File: src/rtl/core/dnv_pkg.sv
// shared types and constants of the domain name validator
package dnv_pkg;

  localparam int unsigned ChW    = 8;
  localparam int unsigned TotW   = 8;
  localparam int unsigned LblW   = 6;
  localparam int unsigned OffW   = 2;
  localparam int unsigned CfgIdxW = 1;
  localparam int unsigned CfgDataW = 8;
  localparam int unsigned InTdataW  = 8;
  localparam int unsigned OutTdataW = 16;

  localparam logic [TotW-1:0] MaxTotalRst = 8'd253;
  localparam logic [LblW-1:0] MaxLabelRst = 6'd63;

  localparam logic [CfgIdxW-1:0] CfgMaxTotal = 1'd0;
  localparam logic [CfgIdxW-1:0] CfgMaxLabel = 1'd1;

  localparam logic [ChW-1:0] ChStar   = 8'h2A;
  localparam logic [ChW-1:0] ChDot    = 8'h2E;
  localparam logic [ChW-1:0] ChHyphen = 8'h2D;
  localparam logic [ChW-1:0] ChUnder  = 8'h5F;
  localparam logic [ChW-1:0] ChZero   = 8'h30;
  localparam logic [ChW-1:0] ChNine   = 8'h39;
  localparam logic [ChW-1:0] ChLowA   = 8'h61;
  localparam logic [ChW-1:0] ChLowZ   = 8'h7A;
  localparam logic [ChW-1:0] ChUpA    = 8'h41;
  localparam logic [ChW-1:0] ChUpZ    = 8'h5A;

  localparam logic [OffW-1:0] OffWild = 2'd2;
  localparam logic [OffW-1:0] OffNone = 2'd0;

  typedef enum logic [1:0] {
    PH_START = 2'd0,
    PH_STAR  = 2'd1,
    PH_BODY  = 2'd2,
    PH_WILD  = 2'd3
  } dnv_phase_e;

  typedef struct packed {
    dnv_phase_e      phase;
    logic [TotW-1:0] body_count;
    logic [LblW-1:0] label_count;
    logic            prev_hyphen;
    logic            seen_letter;
    logic            failed;
  } dnv_state_t;

  typedef struct packed {
    logic            trailing_dot;
    logic [TotW-1:0] name_length;
    logic [OffW-1:0] start_offset;
    logic            valid_res;
  } dnv_result_t;

endpackage

File: src/rtl/core/dnv_step.sv
// per-character state update and verdict logic
module dnv_step (
  input  logic [dnv_pkg::ChW-1:0]  ch_i,
  input  logic                     last_i,
  input  dnv_pkg::dnv_state_t      st_i,
  input  logic [dnv_pkg::TotW-1:0] max_total_i,
  input  logic [dnv_pkg::LblW-1:0] max_label_i,
  output dnv_pkg::dnv_state_t      st_o,
  output dnv_pkg::dnv_result_t     res_o
);
  import dnv_pkg::*;

  logic       is_star, is_dot, is_hyphen, is_letter, is_other;
  logic       body;
  dnv_phase_e phase_d;

  assign is_star   = (ch_i == ChStar);
  assign is_dot    = (ch_i == ChDot);
  assign is_hyphen = (ch_i == ChHyphen);
  assign is_letter = ((ch_i >= ChLowA) && (ch_i <= ChLowZ)) ||
                     ((ch_i >= ChUpA) && (ch_i <= ChUpZ));
  assign is_other  = ((ch_i >= ChZero) && (ch_i <= ChNine)) || is_hyphen ||
                     (ch_i == ChUnder);

  // prefix tracking
  always_comb begin
    phase_d = st_i.phase;
    body    = 1'b1;
    unique case (st_i.phase)
      PH_START: begin
        if (is_star) begin
          phase_d = PH_STAR;
          body    = 1'b0;
        end else begin
          phase_d = PH_BODY;
        end
      end
      PH_STAR: begin
        if (is_dot) begin
          phase_d = PH_WILD;
          body    = 1'b0;
        end else begin
          phase_d = PH_BODY;
        end
      end
      PH_BODY, PH_WILD: begin
        phase_d = st_i.phase;
      end
      default: begin
        phase_d = st_i.phase;
      end
    endcase
  end

  // body character, counters and verdict
  always_comb begin
    dnv_state_t nx;
    logic       tdot;
    logic       ok;
    nx       = st_i;
    nx.phase = phase_d;
    tdot     = 1'b0;
    ok       = 1'b0;
    // a star not followed by a dot is an illegal body character
    if ((st_i.phase == PH_STAR) && !is_dot) begin
      nx.failed = 1'b1;
    end
    if (body) begin
      if (is_dot && last_i) begin
        tdot = 1'b1;
      end else begin
        if (is_dot) begin
          if ((st_i.label_count == '0) || st_i.prev_hyphen) begin
            nx.failed = 1'b1;
          end
        end else begin
          if (is_letter) begin
            nx.seen_letter = 1'b1;
          end else if (!is_other) begin
            nx.failed = 1'b1;
          end
          if (is_hyphen && (st_i.label_count == '0)) begin
            nx.failed = 1'b1;
          end
        end
        if (st_i.body_count >= max_total_i) begin
          nx.failed = 1'b1;
        end else begin
          nx.body_count = st_i.body_count + 1'b1;
        end
        if (is_dot) begin
          nx.label_count = '0;
          nx.prev_hyphen = 1'b0;
        end else begin
          if (st_i.label_count >= max_label_i) begin
            nx.failed = 1'b1;
          end else begin
            nx.label_count = st_i.label_count + 1'b1;
          end
          nx.prev_hyphen = is_hyphen;
        end
      end
    end
    if (phase_d == PH_STAR) begin
      ok = 1'b0;
    end else begin
      ok = !nx.failed && (nx.body_count != '0) && (nx.label_count != '0) &&
           !nx.prev_hyphen && nx.seen_letter;
    end
    res_o.valid_res    = ok;
    res_o.start_offset = (ok && (phase_d == PH_WILD)) ? OffWild : OffNone;
    res_o.name_length  = ok ? nx.body_count : '0;
    res_o.trailing_dot = ok && tdot;
    if (last_i) begin
      st_o = '{phase: PH_START, body_count: '0, label_count: '0,
               prev_hyphen: 1'b0, seen_letter: 1'b0, failed: 1'b0};
    end else begin
      st_o = nx;
    end
  end

endmodule

File: src/rtl/core/domain_name_validator_top.sv
// top level of the domain name validator: input stage, entry state and result register
//
// Domain name validator. Characters of one entry arrive on the s_axis channel,
// one byte per transfer in tdata, with tlast on the final byte. A leading "*."
// and one final dot are stripped, labels and total length are checked.
// On the final byte one verdict goes out on m_axis; other bytes give nothing.
// Verdict tdata from bit 0: valid_res, start_offset[1:0], name_length[7:0],
// trailing_dot, then four zero bits.
// The final byte is held in the input register and its verdict presented from the result register
// (the input register feeds the step logic straight into the result register).
// Throughput: one byte per cycle, except while a final byte waits for the result register;
// the entry counters and flags are updated as each byte is processed.
// Limits max_total (index 0) and max_label (index 1) come in on the cfg
// write port, to be written between entries.
// Reset clears the entry state and the valid flags of both pipeline registers and sets the limits
// to 253 and 63. When m_axis stalls, a pending verdict holds in the result
// register; bytes without tlast keep flowing until a further final byte
// reaches the input register, which then waits for the result register.
module domain_name_validator_top (
  input  logic                              clk_i,
  input  logic                              rst_ni,
  input  logic                              cfg_we_i,
  input  logic [dnv_pkg::CfgIdxW-1:0]       cfg_idx_i,
  input  logic [dnv_pkg::CfgDataW-1:0]      cfg_wdata_i,
  input  logic                              s_axis_tvalid_i,
  output logic                              s_axis_tready_o,
  input  logic [dnv_pkg::InTdataW-1:0]      s_axis_tdata_i,  // ch[7:0]
  input  logic                              s_axis_tlast_i,
  output logic                              m_axis_tvalid_o,
  input  logic                              m_axis_tready_i,
  // valid_res, start_offset[1:0], name_length[7:0], trailing_dot, zero pad
  output logic [dnv_pkg::OutTdataW-1:0]     m_axis_tdata_o
);
  import dnv_pkg::*;

  logic [TotW-1:0]  max_total_q;
  logic [LblW-1:0]  max_label_q;
  logic             in_vld_q;
  logic [ChW-1:0]   in_ch_q;
  logic             in_last_q;
  dnv_state_t       st_q, st_d;
  dnv_result_t      res_d;
  logic             out_vld_q;
  dnv_result_t      out_q;
  logic             out_free, proc, s_acc;

  assign out_free        = !out_vld_q || m_axis_tready_i;
  assign proc            = in_vld_q && (!in_last_q || out_free);
  assign s_axis_tready_o = !in_vld_q || proc;
  assign s_acc           = s_axis_tvalid_i && s_axis_tready_o;

  always_ff @(posedge clk_i or negedge rst_ni) begin
    if (!rst_ni) begin
      max_total_q <= MaxTotalRst;
      max_label_q <= MaxLabelRst;
    end else if (cfg_we_i) begin
      unique case (cfg_idx_i)
        CfgMaxTotal: max_total_q <= cfg_wdata_i[TotW-1:0];
        CfgMaxLabel: max_label_q <= cfg_wdata_i[LblW-1:0];
        default: ;
      endcase
    end
  end

  always_ff @(posedge clk_i or negedge rst_ni) begin
    if (!rst_ni) begin
      in_vld_q <= 1'b0;
    end else if (s_axis_tready_o) begin
      in_vld_q <= s_axis_tvalid_i;
    end
  end

  always_ff @(posedge clk_i) begin
    if (s_acc) begin
      in_ch_q   <= s_axis_tdata_i[ChW-1:0];
      in_last_q <= s_axis_tlast_i;
    end
  end

  dnv_step u_step (
    .ch_i        (in_ch_q),
    .last_i      (in_last_q),
    .st_i        (st_q),
    .max_total_i (max_total_q),
    .max_label_i (max_label_q),
    .st_o        (st_d),
    .res_o       (res_d)
  );

  always_ff @(posedge clk_i or negedge rst_ni) begin
    if (!rst_ni) begin
      st_q <= '{phase: PH_START, body_count: '0, label_count: '0,
                prev_hyphen: 1'b0, seen_letter: 1'b0, failed: 1'b0};
    end else if (proc) begin
      st_q <= st_d;
    end
  end

  always_ff @(posedge clk_i or negedge rst_ni) begin
    if (!rst_ni) begin
      out_vld_q <= 1'b0;
    end else if (out_free) begin
      out_vld_q <= proc && in_last_q;
    end
  end

  always_ff @(posedge clk_i) begin
    if (proc && in_last_q) begin
      out_q <= res_d;
    end
  end

  assign m_axis_tvalid_o = out_vld_q;
  assign m_axis_tdata_o  = {{(OutTdataW - $bits(dnv_result_t)){1'b0}}, out_q};

`ifndef SYNTHESIS
  // a rejected entry carries all-zero fields
  a_invalid_zero: assert property (@(posedge clk_i) disable iff (!rst_ni)
    (out_vld_q && !out_q.valid_res) |->
      (out_q.start_offset == OffNone && out_q.name_length == '0 && !out_q.trailing_dot))
    else $error("invalid verdict with non-zero fields");

  // an accepted name is never empty and keeps within the total limit
  a_len_range: assert property (@(posedge clk_i) disable iff (!rst_ni)
    (out_vld_q && out_q.valid_res) |->
      (out_q.name_length != '0 && out_q.name_length <= max_total_q))
    else $error("accepted name length out of range");

  // the entry state is cleared after a final byte is processed
  a_clear: assert property (@(posedge clk_i) disable iff (!rst_ni)
    (proc && in_last_q) |=>
      (st_q.phase == PH_START && st_q.body_count == '0 && st_q.label_count == '0 &&
       !st_q.failed && !st_q.seen_letter && !st_q.prev_hyphen))
    else $error("entry state not cleared after verdict");

  // a verdict is only loaded while the result register is free
  a_no_overwrite: assert property (@(posedge clk_i) disable iff (!rst_ni)
    (proc && in_last_q) |-> out_free)
    else $error("verdict overwrote a pending result");
`endif

endmodule
File: config.mk
export PLATFORM = sky130hd
export DESIGN_NAME = domain_name_validator_top
export DESIGN_NICKNAME = d
export VERILOG_FILES = /design/src/rtl/core/dnv_pkg.sv /design/src/rtl/core/dnv_step.sv /design/src/rtl/core/domain_name_validator_top.sv
export SDC_FILE = /design/constraint.sdc
export NUM_CORES = 1
export LEC_CHECK = 0
export BUFFER_PORTS_ARGS = -buffer_cell sky130_fd_sc_hd__clkbuf_2
export CORE_ASPECT_RATIO = 1.4
export CORE_MARGIN = 10
export CORE_UTILIZATION = 50
export DETAILED_ROUTE_END_ITERATION = 16
export GPL_TIMING_DRIVEN = 0
export PLACE_DENSITY_LB_ADDON = 0.1
export SYNTH_ARGS = -nofsm -noshare
export SYNTH_HDL_FRONTEND = slang
export SYNTH_SLANG_ARGS = --single-unit
File: constraint.sdc
create_clock -name clk_i -period 3.3 [get_ports clk_i]
set_input_delay 0.495 -clock clk_i [delete_from_list [all_inputs] [get_ports clk_i]]
set_output_delay 0.495 -clock clk_i [all_outputs]
set_load 0.005 [all_outputs]
==> results of run 1 <==
-- cell type report --
type,count,area [um2]
Clock buffer,5,68.8
Multi-Input combinational cell,247,1680
Inverter,20,75.1
Tap cell,74,92.6
Fill cell,607,2830
Timing Repair Buffer,35,175
Sequential cell,55,1490
Buffer,24,135
Clock inverter,3,17.5
-- placed cells by master (no fill, tap or decap), drive strengths merged, types with 3 or more instances in the layout --
cell	n
nor2	15
dfstp	13
clkbuf	54
nor2b	6
mux2	8
nand3	13
a211oi	4
dfrtp	22
edfxtp	20
nand2	31
nor4	10
and3	8
ha	17
o31ai	5
nor3	7
nand2b	4
or3	3
nor4b	3
xor2	3
nand4	5
a21o	5
a21oi	14
buf	10
xnor2	6
inv	22
a31oi	6
o211ai	4
o21ai	30
conb	5
and2	4
a22o	4
-- metrics by stage --
step | hold slack, ns | util (%)
finish | 0.289 | 56.9
global route | 0.336 | 56.9
CTS | 0.315 | 56.8
detailed placement | 0.486 | 55.5
global placement | 0.485 | 55.5
floorplan | 0.199 | -
-- worst max-delay path: stages, from the launching register on --
cell and delay, ns:
dfstp_2 0.53, inv_1 0.05, ha_1 0.30, a211oi_1 0.23, o21ai_1 0.13, a211oi_2 0.53
nand2_1 0.10, a211o_1 0.35, clkbuf_1 0.24, nor4_1 0.38
-- cell families after synthesis --
kind of cell             Yosys count  synth area share (%)
buffers and inverters             44                  6.25
adder cells (fa/ha/maj)           17                  6.32
multiplexers                      10                  3.27
XOR/XNOR                           9                  2.34
other                              1                 0.111
AND/OR/NAND/NOR                  119                  20.2
flip-flops                        55                  44.4
AO/OA/AOI/OAI                     87                  17.1
-- state kept, by name, indices dropped and copies added (netlist names) --
name	flops
in_vld_q	1
in_last_q	1
in_ch_q	8
max_total_q	8
st_q	19
m_axis_tdata_o	11
m_axis_tvalid_o	1
max_label_q	6
-- where the power goes --
part | leakage [nW] | internal, mW | switching (mW)
sequential | 0.623 | 0.795 | 0.0735
clock | 0.0488 | 0.150 | 0.225
combinational | 0.926 | 0.208 | 0.285
-- layer usage --
metal	routed length, um	up-vias	global-route usage (%)
met4	201	0	6.49
met2	3790	64	26.1
li1	-	1344	-
met3	315	14	2.84
met1	3110	1251	17.4
met5	0	-	0
-- how the worst max path moves through the flow --
stage | start | endpoint | slack, ns | cells after the start
after global placement | max_label_q[2] | m_axis_tdata_o[11] | 0.30 | 10
after global routing | max_total_q[2] | m_axis_tdata_o[6] | 0.07 | 9
final | max_total_q[2] | m_axis_tdata_o[6] | 0.25 | 9
after CTS | max_label_q[2] | m_axis_tdata_o[6] | 0.21 | 10
after detailed placement | max_label_q[2] | m_axis_tdata_o[6] | 0.25 | 10
after floorplan | max_label_q[2] | m_axis_tdata_o[11] | 0.71 | 10
-- synthesized netlist by cell type (3+ instances only) --
master | n | share of area, %
nand4_1 | 5 | 0.93
ha_1 | 17 | 6.3
dfstp_2 | 13 | 10
nand2b_1 | 4 | 0.74
a21o_1 | 5 | 1.1
and2_1 | 3 | 0.56
o211ai_1 | 3 | 0.67
xnor2_1 | 6 | 1.6
and3_1 | 8 | 1.5
nand3_1 | 13 | 1.9
clkbuf_1 | 14 | 1.6
nor2b_1 | 6 | 1.1
nor4b_1 | 3 | 0.78
nor2_1 | 15 | 1.7
buf_4 | 5 | 1.1
inv_1 | 20 | 2.2
edfxtp_1 | 20 | 18
a22o_1 | 4 | 1.0
nor4_1 | 10 | 1.9
a31oi_1 | 6 | 1.1
dfrtp_1 | 22 | 16
o31ai_1 | 5 | 1.1
o21ai_0 | 28 | 4.2
nor3_1 | 7 | 1.0
xor2_1 | 3 | 0.78
a21oi_1 | 14 | 2.1
nand2_1 | 30 | 3.3
mux2_2 | 8 | 2.7
==> metrics.txt, run 1 <==
status completed; Final Hold Viols 0; Vias/cell 5.77; DRC Markers 0; library cells used by synthesis 58; HPWL after DPL 5780 um; Yosys warning count 0; Die X 89.3 um; maximum clock path buffer count 2; f_max 327 MHz; RSZ-0062 raised after global routing no; peak supply drop 0.269 mV; Overall Global Routing Usage 15.0%; Layout Cell Area excl Fill 3740 um2; crit path capture type flop; DR pass1 iterations 5; Root Buffer clkbuf_8; antenna violations before repair 0; post-CTS resize count 0; critical-path maximum fanout 10; dpl ws 0.248 ns; overall power 1.74 mW; Worst Path Required 3.40 ns; setup bufs post-CTS 0; gpl congestion 0.893; Worst R2R Start max_total_q[2]; vias in the first global route 2612; Post-Syn Area 3360 um2; GRT overflow 0; Post-Syn Instances 342; htree depth 2; Setup crit start kind flop; Inserted Clock Buffers 5; via count 2673; largest net degree at the start of global routing 36; number of port buffers 35; Seq/Total Area, Yosys 44.4%; Max Cap Viol 0; clk_lat worst skew 0.31 ns; pins over their slew limit 0; chip height 117 um; Crit Path Category reg2reg; CTS tree yes; die area 10500 um2; clk_skew 0.00781 ns; leakage power 1.60 nW; fin crit share 92.6%; setup_tns 0 ns; Wirelength per Cell 16.0 um; Sinks on Clock Net 55; CTS clk-pin slew, worst paths 0.10 ns; Routed Antenna Nets 0; Worst R2R Setup Slack 0.25 ns; dpl cells 455; hold crit path type in2async; Slew HR 40.9%; first-pass GRT wire length 12400 um; pwr/cell area 464 nW/um2; Core Region 6570 um2; Post-synth top flop dfrtp_1; R2R depth 9; reg-to-reg critical path endpoint m_axis_tdata_o[6]; row count 35; num ports 41; Initial Util 51.2%; endpoints failing setup 0; fin nets 428; worst setup margin 0.245 ns; Hold-fix buffers, CTS 0; Cell Count, Final, Fillers Out 463; async set or reset register ratio after synthesis 63.6%; Post-synth EDFFs 20; average size of a mapped cell 9.84 um2; Worst Tran Pin Value 0.887 ns; Inserted Diodes 0; dpl cell area 3650 um2; Total Wirelength 7420 um; #FFs+latches synth 55; WP data arrival 3.16 ns; initial drt markers 85; ratio of cells with drive above 1 in the final layout 22.1%; minimum clock period 3.05 ns; area grow syn2layout 11.2%
(Power assumes the default switching activity.)
==> run 2: changes to the inputs <==
ABC_AREA = 1   (was default)
==> run 2 against run 1 <==
  * Synthesized cell count rose by 17%
  * Register-to-register slack improved by 0.35 ns
  * Non-clock buffer count shrank 12
  * Worst setup slack better by 0.35 ns
  * Die area is 2.8% lower
  * Synthesized area shrank 3.5%
  * Sequential cell count unchanged
  * Final area shrank 3.4%
  * Clock power increased by 2%
  * Clock skew is 0.00069 ns lower
==> metrics.txt, run 2 <==
CP most frequent cell nand2_1; vias in the first global route 2719 (+4.1%); RSZ-0062 raised after global routing no; Wirelength per Cell 12.9 um (-20%); fin crit share 81.8% (-11 points); Worst Tran Pin Value 0.921 ns (+0.0340 ns); most common cell in the netlist nand2_1; maximum clock path buffer count 2 (unchanged); average size of a mapped cell 8.09 um2 (-18%); Setup crit start kind flop; pwr/cell area 455 nW/um2 (-2.0%); minimum clock period 2.70 ns (-0.354 ns); Total Wirelength 6700 um (-9.7%); gpl congestion 0.842 (-5.7%); clock share of power 23.1% (+1.6 points); Initial Util 51.9% (+0.68 points); Synth area leaders edfxtp_1 19%, dfrtp_1 17%, nand2_1 12%, dfstp_2 11%, inv_1 7.4%; WP data arrival 2.76 ns (-0.40 ns); f_max 370 MHz (+13%); Inserted Clock Buffers 5 (unchanged); Post-Syn Instances 401 (+17%); Fill cells 585 (-3.6%); setup_tns 0 ns (unchanged); Sinks on Clock Net 55 (unchanged); Overall Global Routing Usage 14.1% (-0.91 points); largest stage delay on the critical path 0.54 ns (about the same); Sw Pwr 0.545 mW (-6.5%); dpl ws 0.605 ns (+0.357 ns); Die X 88.1 um (-1.4%); number of port buffers 35 (unchanged); largest net degree at the start of global routing 36 (unchanged); DR pass1 iterations 4 (-1); overall power 1.64 mW (-5.4%); endpoints failing setup 0 (unchanged); leakage power 1.82 nW (+14%); antenna violations before repair 0 (unchanged); peak supply drop 0.361 mV (+34%); commonest non-fill, non-tap cell in the layout nand2_1; Routed Antenna Nets 0 (unchanged); Sequential Area 1490 um2 (unchanged); HPWL after DPL 5270 um (-8.8%); library cells used by synthesis 29 (-50%); Sw Share 33.2% (-0.40 points); #FFs+latches synth 55 (unchanged); htree depth 2 (unchanged); part of the power in registers 51.2% (+1.2 points); Post-synth EDFFs 20 (unchanged); Yosys top cell by area edfxtp_1; Hold WS 0.303 ns (+0.0144 ns); dpl cell area 3530 um2 (-3.3%); Yosys warning count 0 (unchanged); share of the synthesized area in the top cell type 18.5% (+0.65 points); CTS tree yes; area grow syn2layout 11.3% (about the same); post-CTS resize count 0 (unchanged); status completed; worst-path cell chain inv_1, ha_1, a21o_1, nor2_2, nand2_1, nor2_1, nand2_1, nand2_1, nand2_1, nand2_1, nand2_1, nor2_1, nor2_1, nand2_2, buf_6, nor2_2; Final Hold Viols 0 (unchanged); Crit Path Category reg2reg; combinational power share 25.6% (-2.8 points); crit path capture type flop; CTS clk-pin slew, worst paths 0.10 ns (about the same); setup bufs post-CTS 0 (unchanged); Seq/Total Area, Yosys 46.0% (+1.6 points); DRC Markers 0 (unchanged); die area 10200 um2 (-2.8%); P_int 1.10 mW (-4.8%); initial drt markers 119 (+40%); row count 34 (-2.9%); clk_lat worst skew 0.31 ns (about the same); post-layout util 57.7% (+0.81 points); Max stage delay cell, worst path dfstp_2; Biggest register st_q; most frequent cells in the layout 102 x nand2_1, 64 x inv_1, 35 x clkbuf_2, 32 x nand3_1, 28 x nor2_1; Hold-fix buffers, CTS 0 (unchanged); multi-input logic area 1430 um2 (-15%); Post-Syn Area 3250 um2 (-3.5%); Layout Cell Area excl Fill 3610 um2 (-3.4%); chip height 115 um (-1.5%); dpl cells 512 (+13%); Vias/cell 5.03 (-13%); async set or reset register ratio after synthesis 63.6% (unchanged); Slew HR 38.6% (-2.3 points); ratio of cells with drive above 1 in the final layout 20.1% (-2.0 points); Max Cap Viol 0 (unchanged); number of flip-flops in the largest register 19 (unchanged); Cell Count, Final, Fillers Out 520 (+12%); worst setup margin 0.599 ns (+0.354 ns); Worst Path Required 3.36 ns (-0.04 ns); first-pass GRT wire length 11800 um (-5.0%); Root Buffer clkbuf_8; pins over their slew limit 0 (unchanged); Core Region 6250 um2 (-4.8%); most instantiated cells after synthesis 102 x nand2_1, 64 x inv_1, 32 x nand3_1; via count 2617 (-2.1%); num ports 41 (unchanged); GRT overflow 0 (unchanged); R2R depth 16 (+7); clk_skew 0.00713 ns (-0.000688 ns); Inserted Diodes 0 (unchanged); fin nets 487 (+14%); critical-path maximum fanout 10 (unchanged); Post-synth top flop dfrtp_1; hold crit path type in2async
-- run 2: changes by cell type after synthesis, sizes merged, moves of 8 or more --
| cell | before | now |
|---|---|---|
| a21oi | 14 | 6 |
| and3 | 8 | 0 |
| clkbuf | 14 | 5 |
| inv | 20 | 68 |
| mux2 | 8 | 0 |
| nand2 | 31 | 109 |
| nand3 | 13 | 36 |
| nor2 | 15 | 41 |
| nor4 | 10 | 0 |
| o22ai | 2 | 12 |
-- run 2: metal layers --
layer	GRT usage, %	vias up	share of wire [%]
met3	2.41	10	3.0
met1	15.1	1206	41
li1	-	1364	-
met2	26.4	37	54
met4	5.56	0	1.4
met5	0	-	0
-- run 2: area by class of cell --
cell class                      count  area share [%]
Clock buffer                        6            2.01
Buffer                             12            2.18
Sequential cell                    55            41.3
Tap cell                           72            2.49
Timing Repair Buffer               35            4.85
Clock inverter                      2           0.347
Multi-Input combinational cell    270            39.7
Inverter                           68            7.07
-- run 2: cell families (layout without fill, tap and decap cells) --
logic type,Yosys count,in the layout,synth area share [%]
other cells,1,5,0.116
xor+xnor,3,3,1.04
fa+ha+maj,17,17,6.55
flops,55,55,46.0
simple gates,200,200,28.3
buf+inv,80,123,10.3
compound gates,45,45,7.71
-- run 2: worst max-delay path: cells and delay by family, from the launching register on --
kind / cells / cell delay [ns]
AO/OA/AOI/OAI: 1 / 0.19
AND/OR/NAND/NOR: 12 / 1.21
adder cells (fa/ha/maj): 1 / 0.30
buffers and inverters: 2 / 0.20
flip-flops: 1 / 0.54
-- run 2: path summary, 6_finish.rpt --
check	slack (ns)	end	from
max in group asynchronous	2.43	st_q[1]	rst_ni
worst max-delay path	0.60	m_axis_tdata_o[2]	max_label_q[5]
worst min-delay path	0.30	max_total_q[1]	rst_ni
worst min register to register	0.50	max_total_q[3]	max_total_q[3]
worst max register to register	0.60	m_axis_tdata_o[2]	max_label_q[5]
min in group clk_i	0.35	in_ch_q[1]	s_axis_tdata_i[1]
-- run 2: power by group through the flow --
stage | sequential, mW | combinational (mW) | clock (mW)
2_1_floorplan | 0.843 | 0.315 | 0
3_3_place_gp | 0.855 | 0.409 | 0
3_5_place_dp | 0.856 | 0.424 | 0
4_1_cts | 0.842 | 0.427 | 0.391
5_1_grt | 0.852 | 0.493 | 0.410
6_report | 0.842 | 0.421 | 0.380
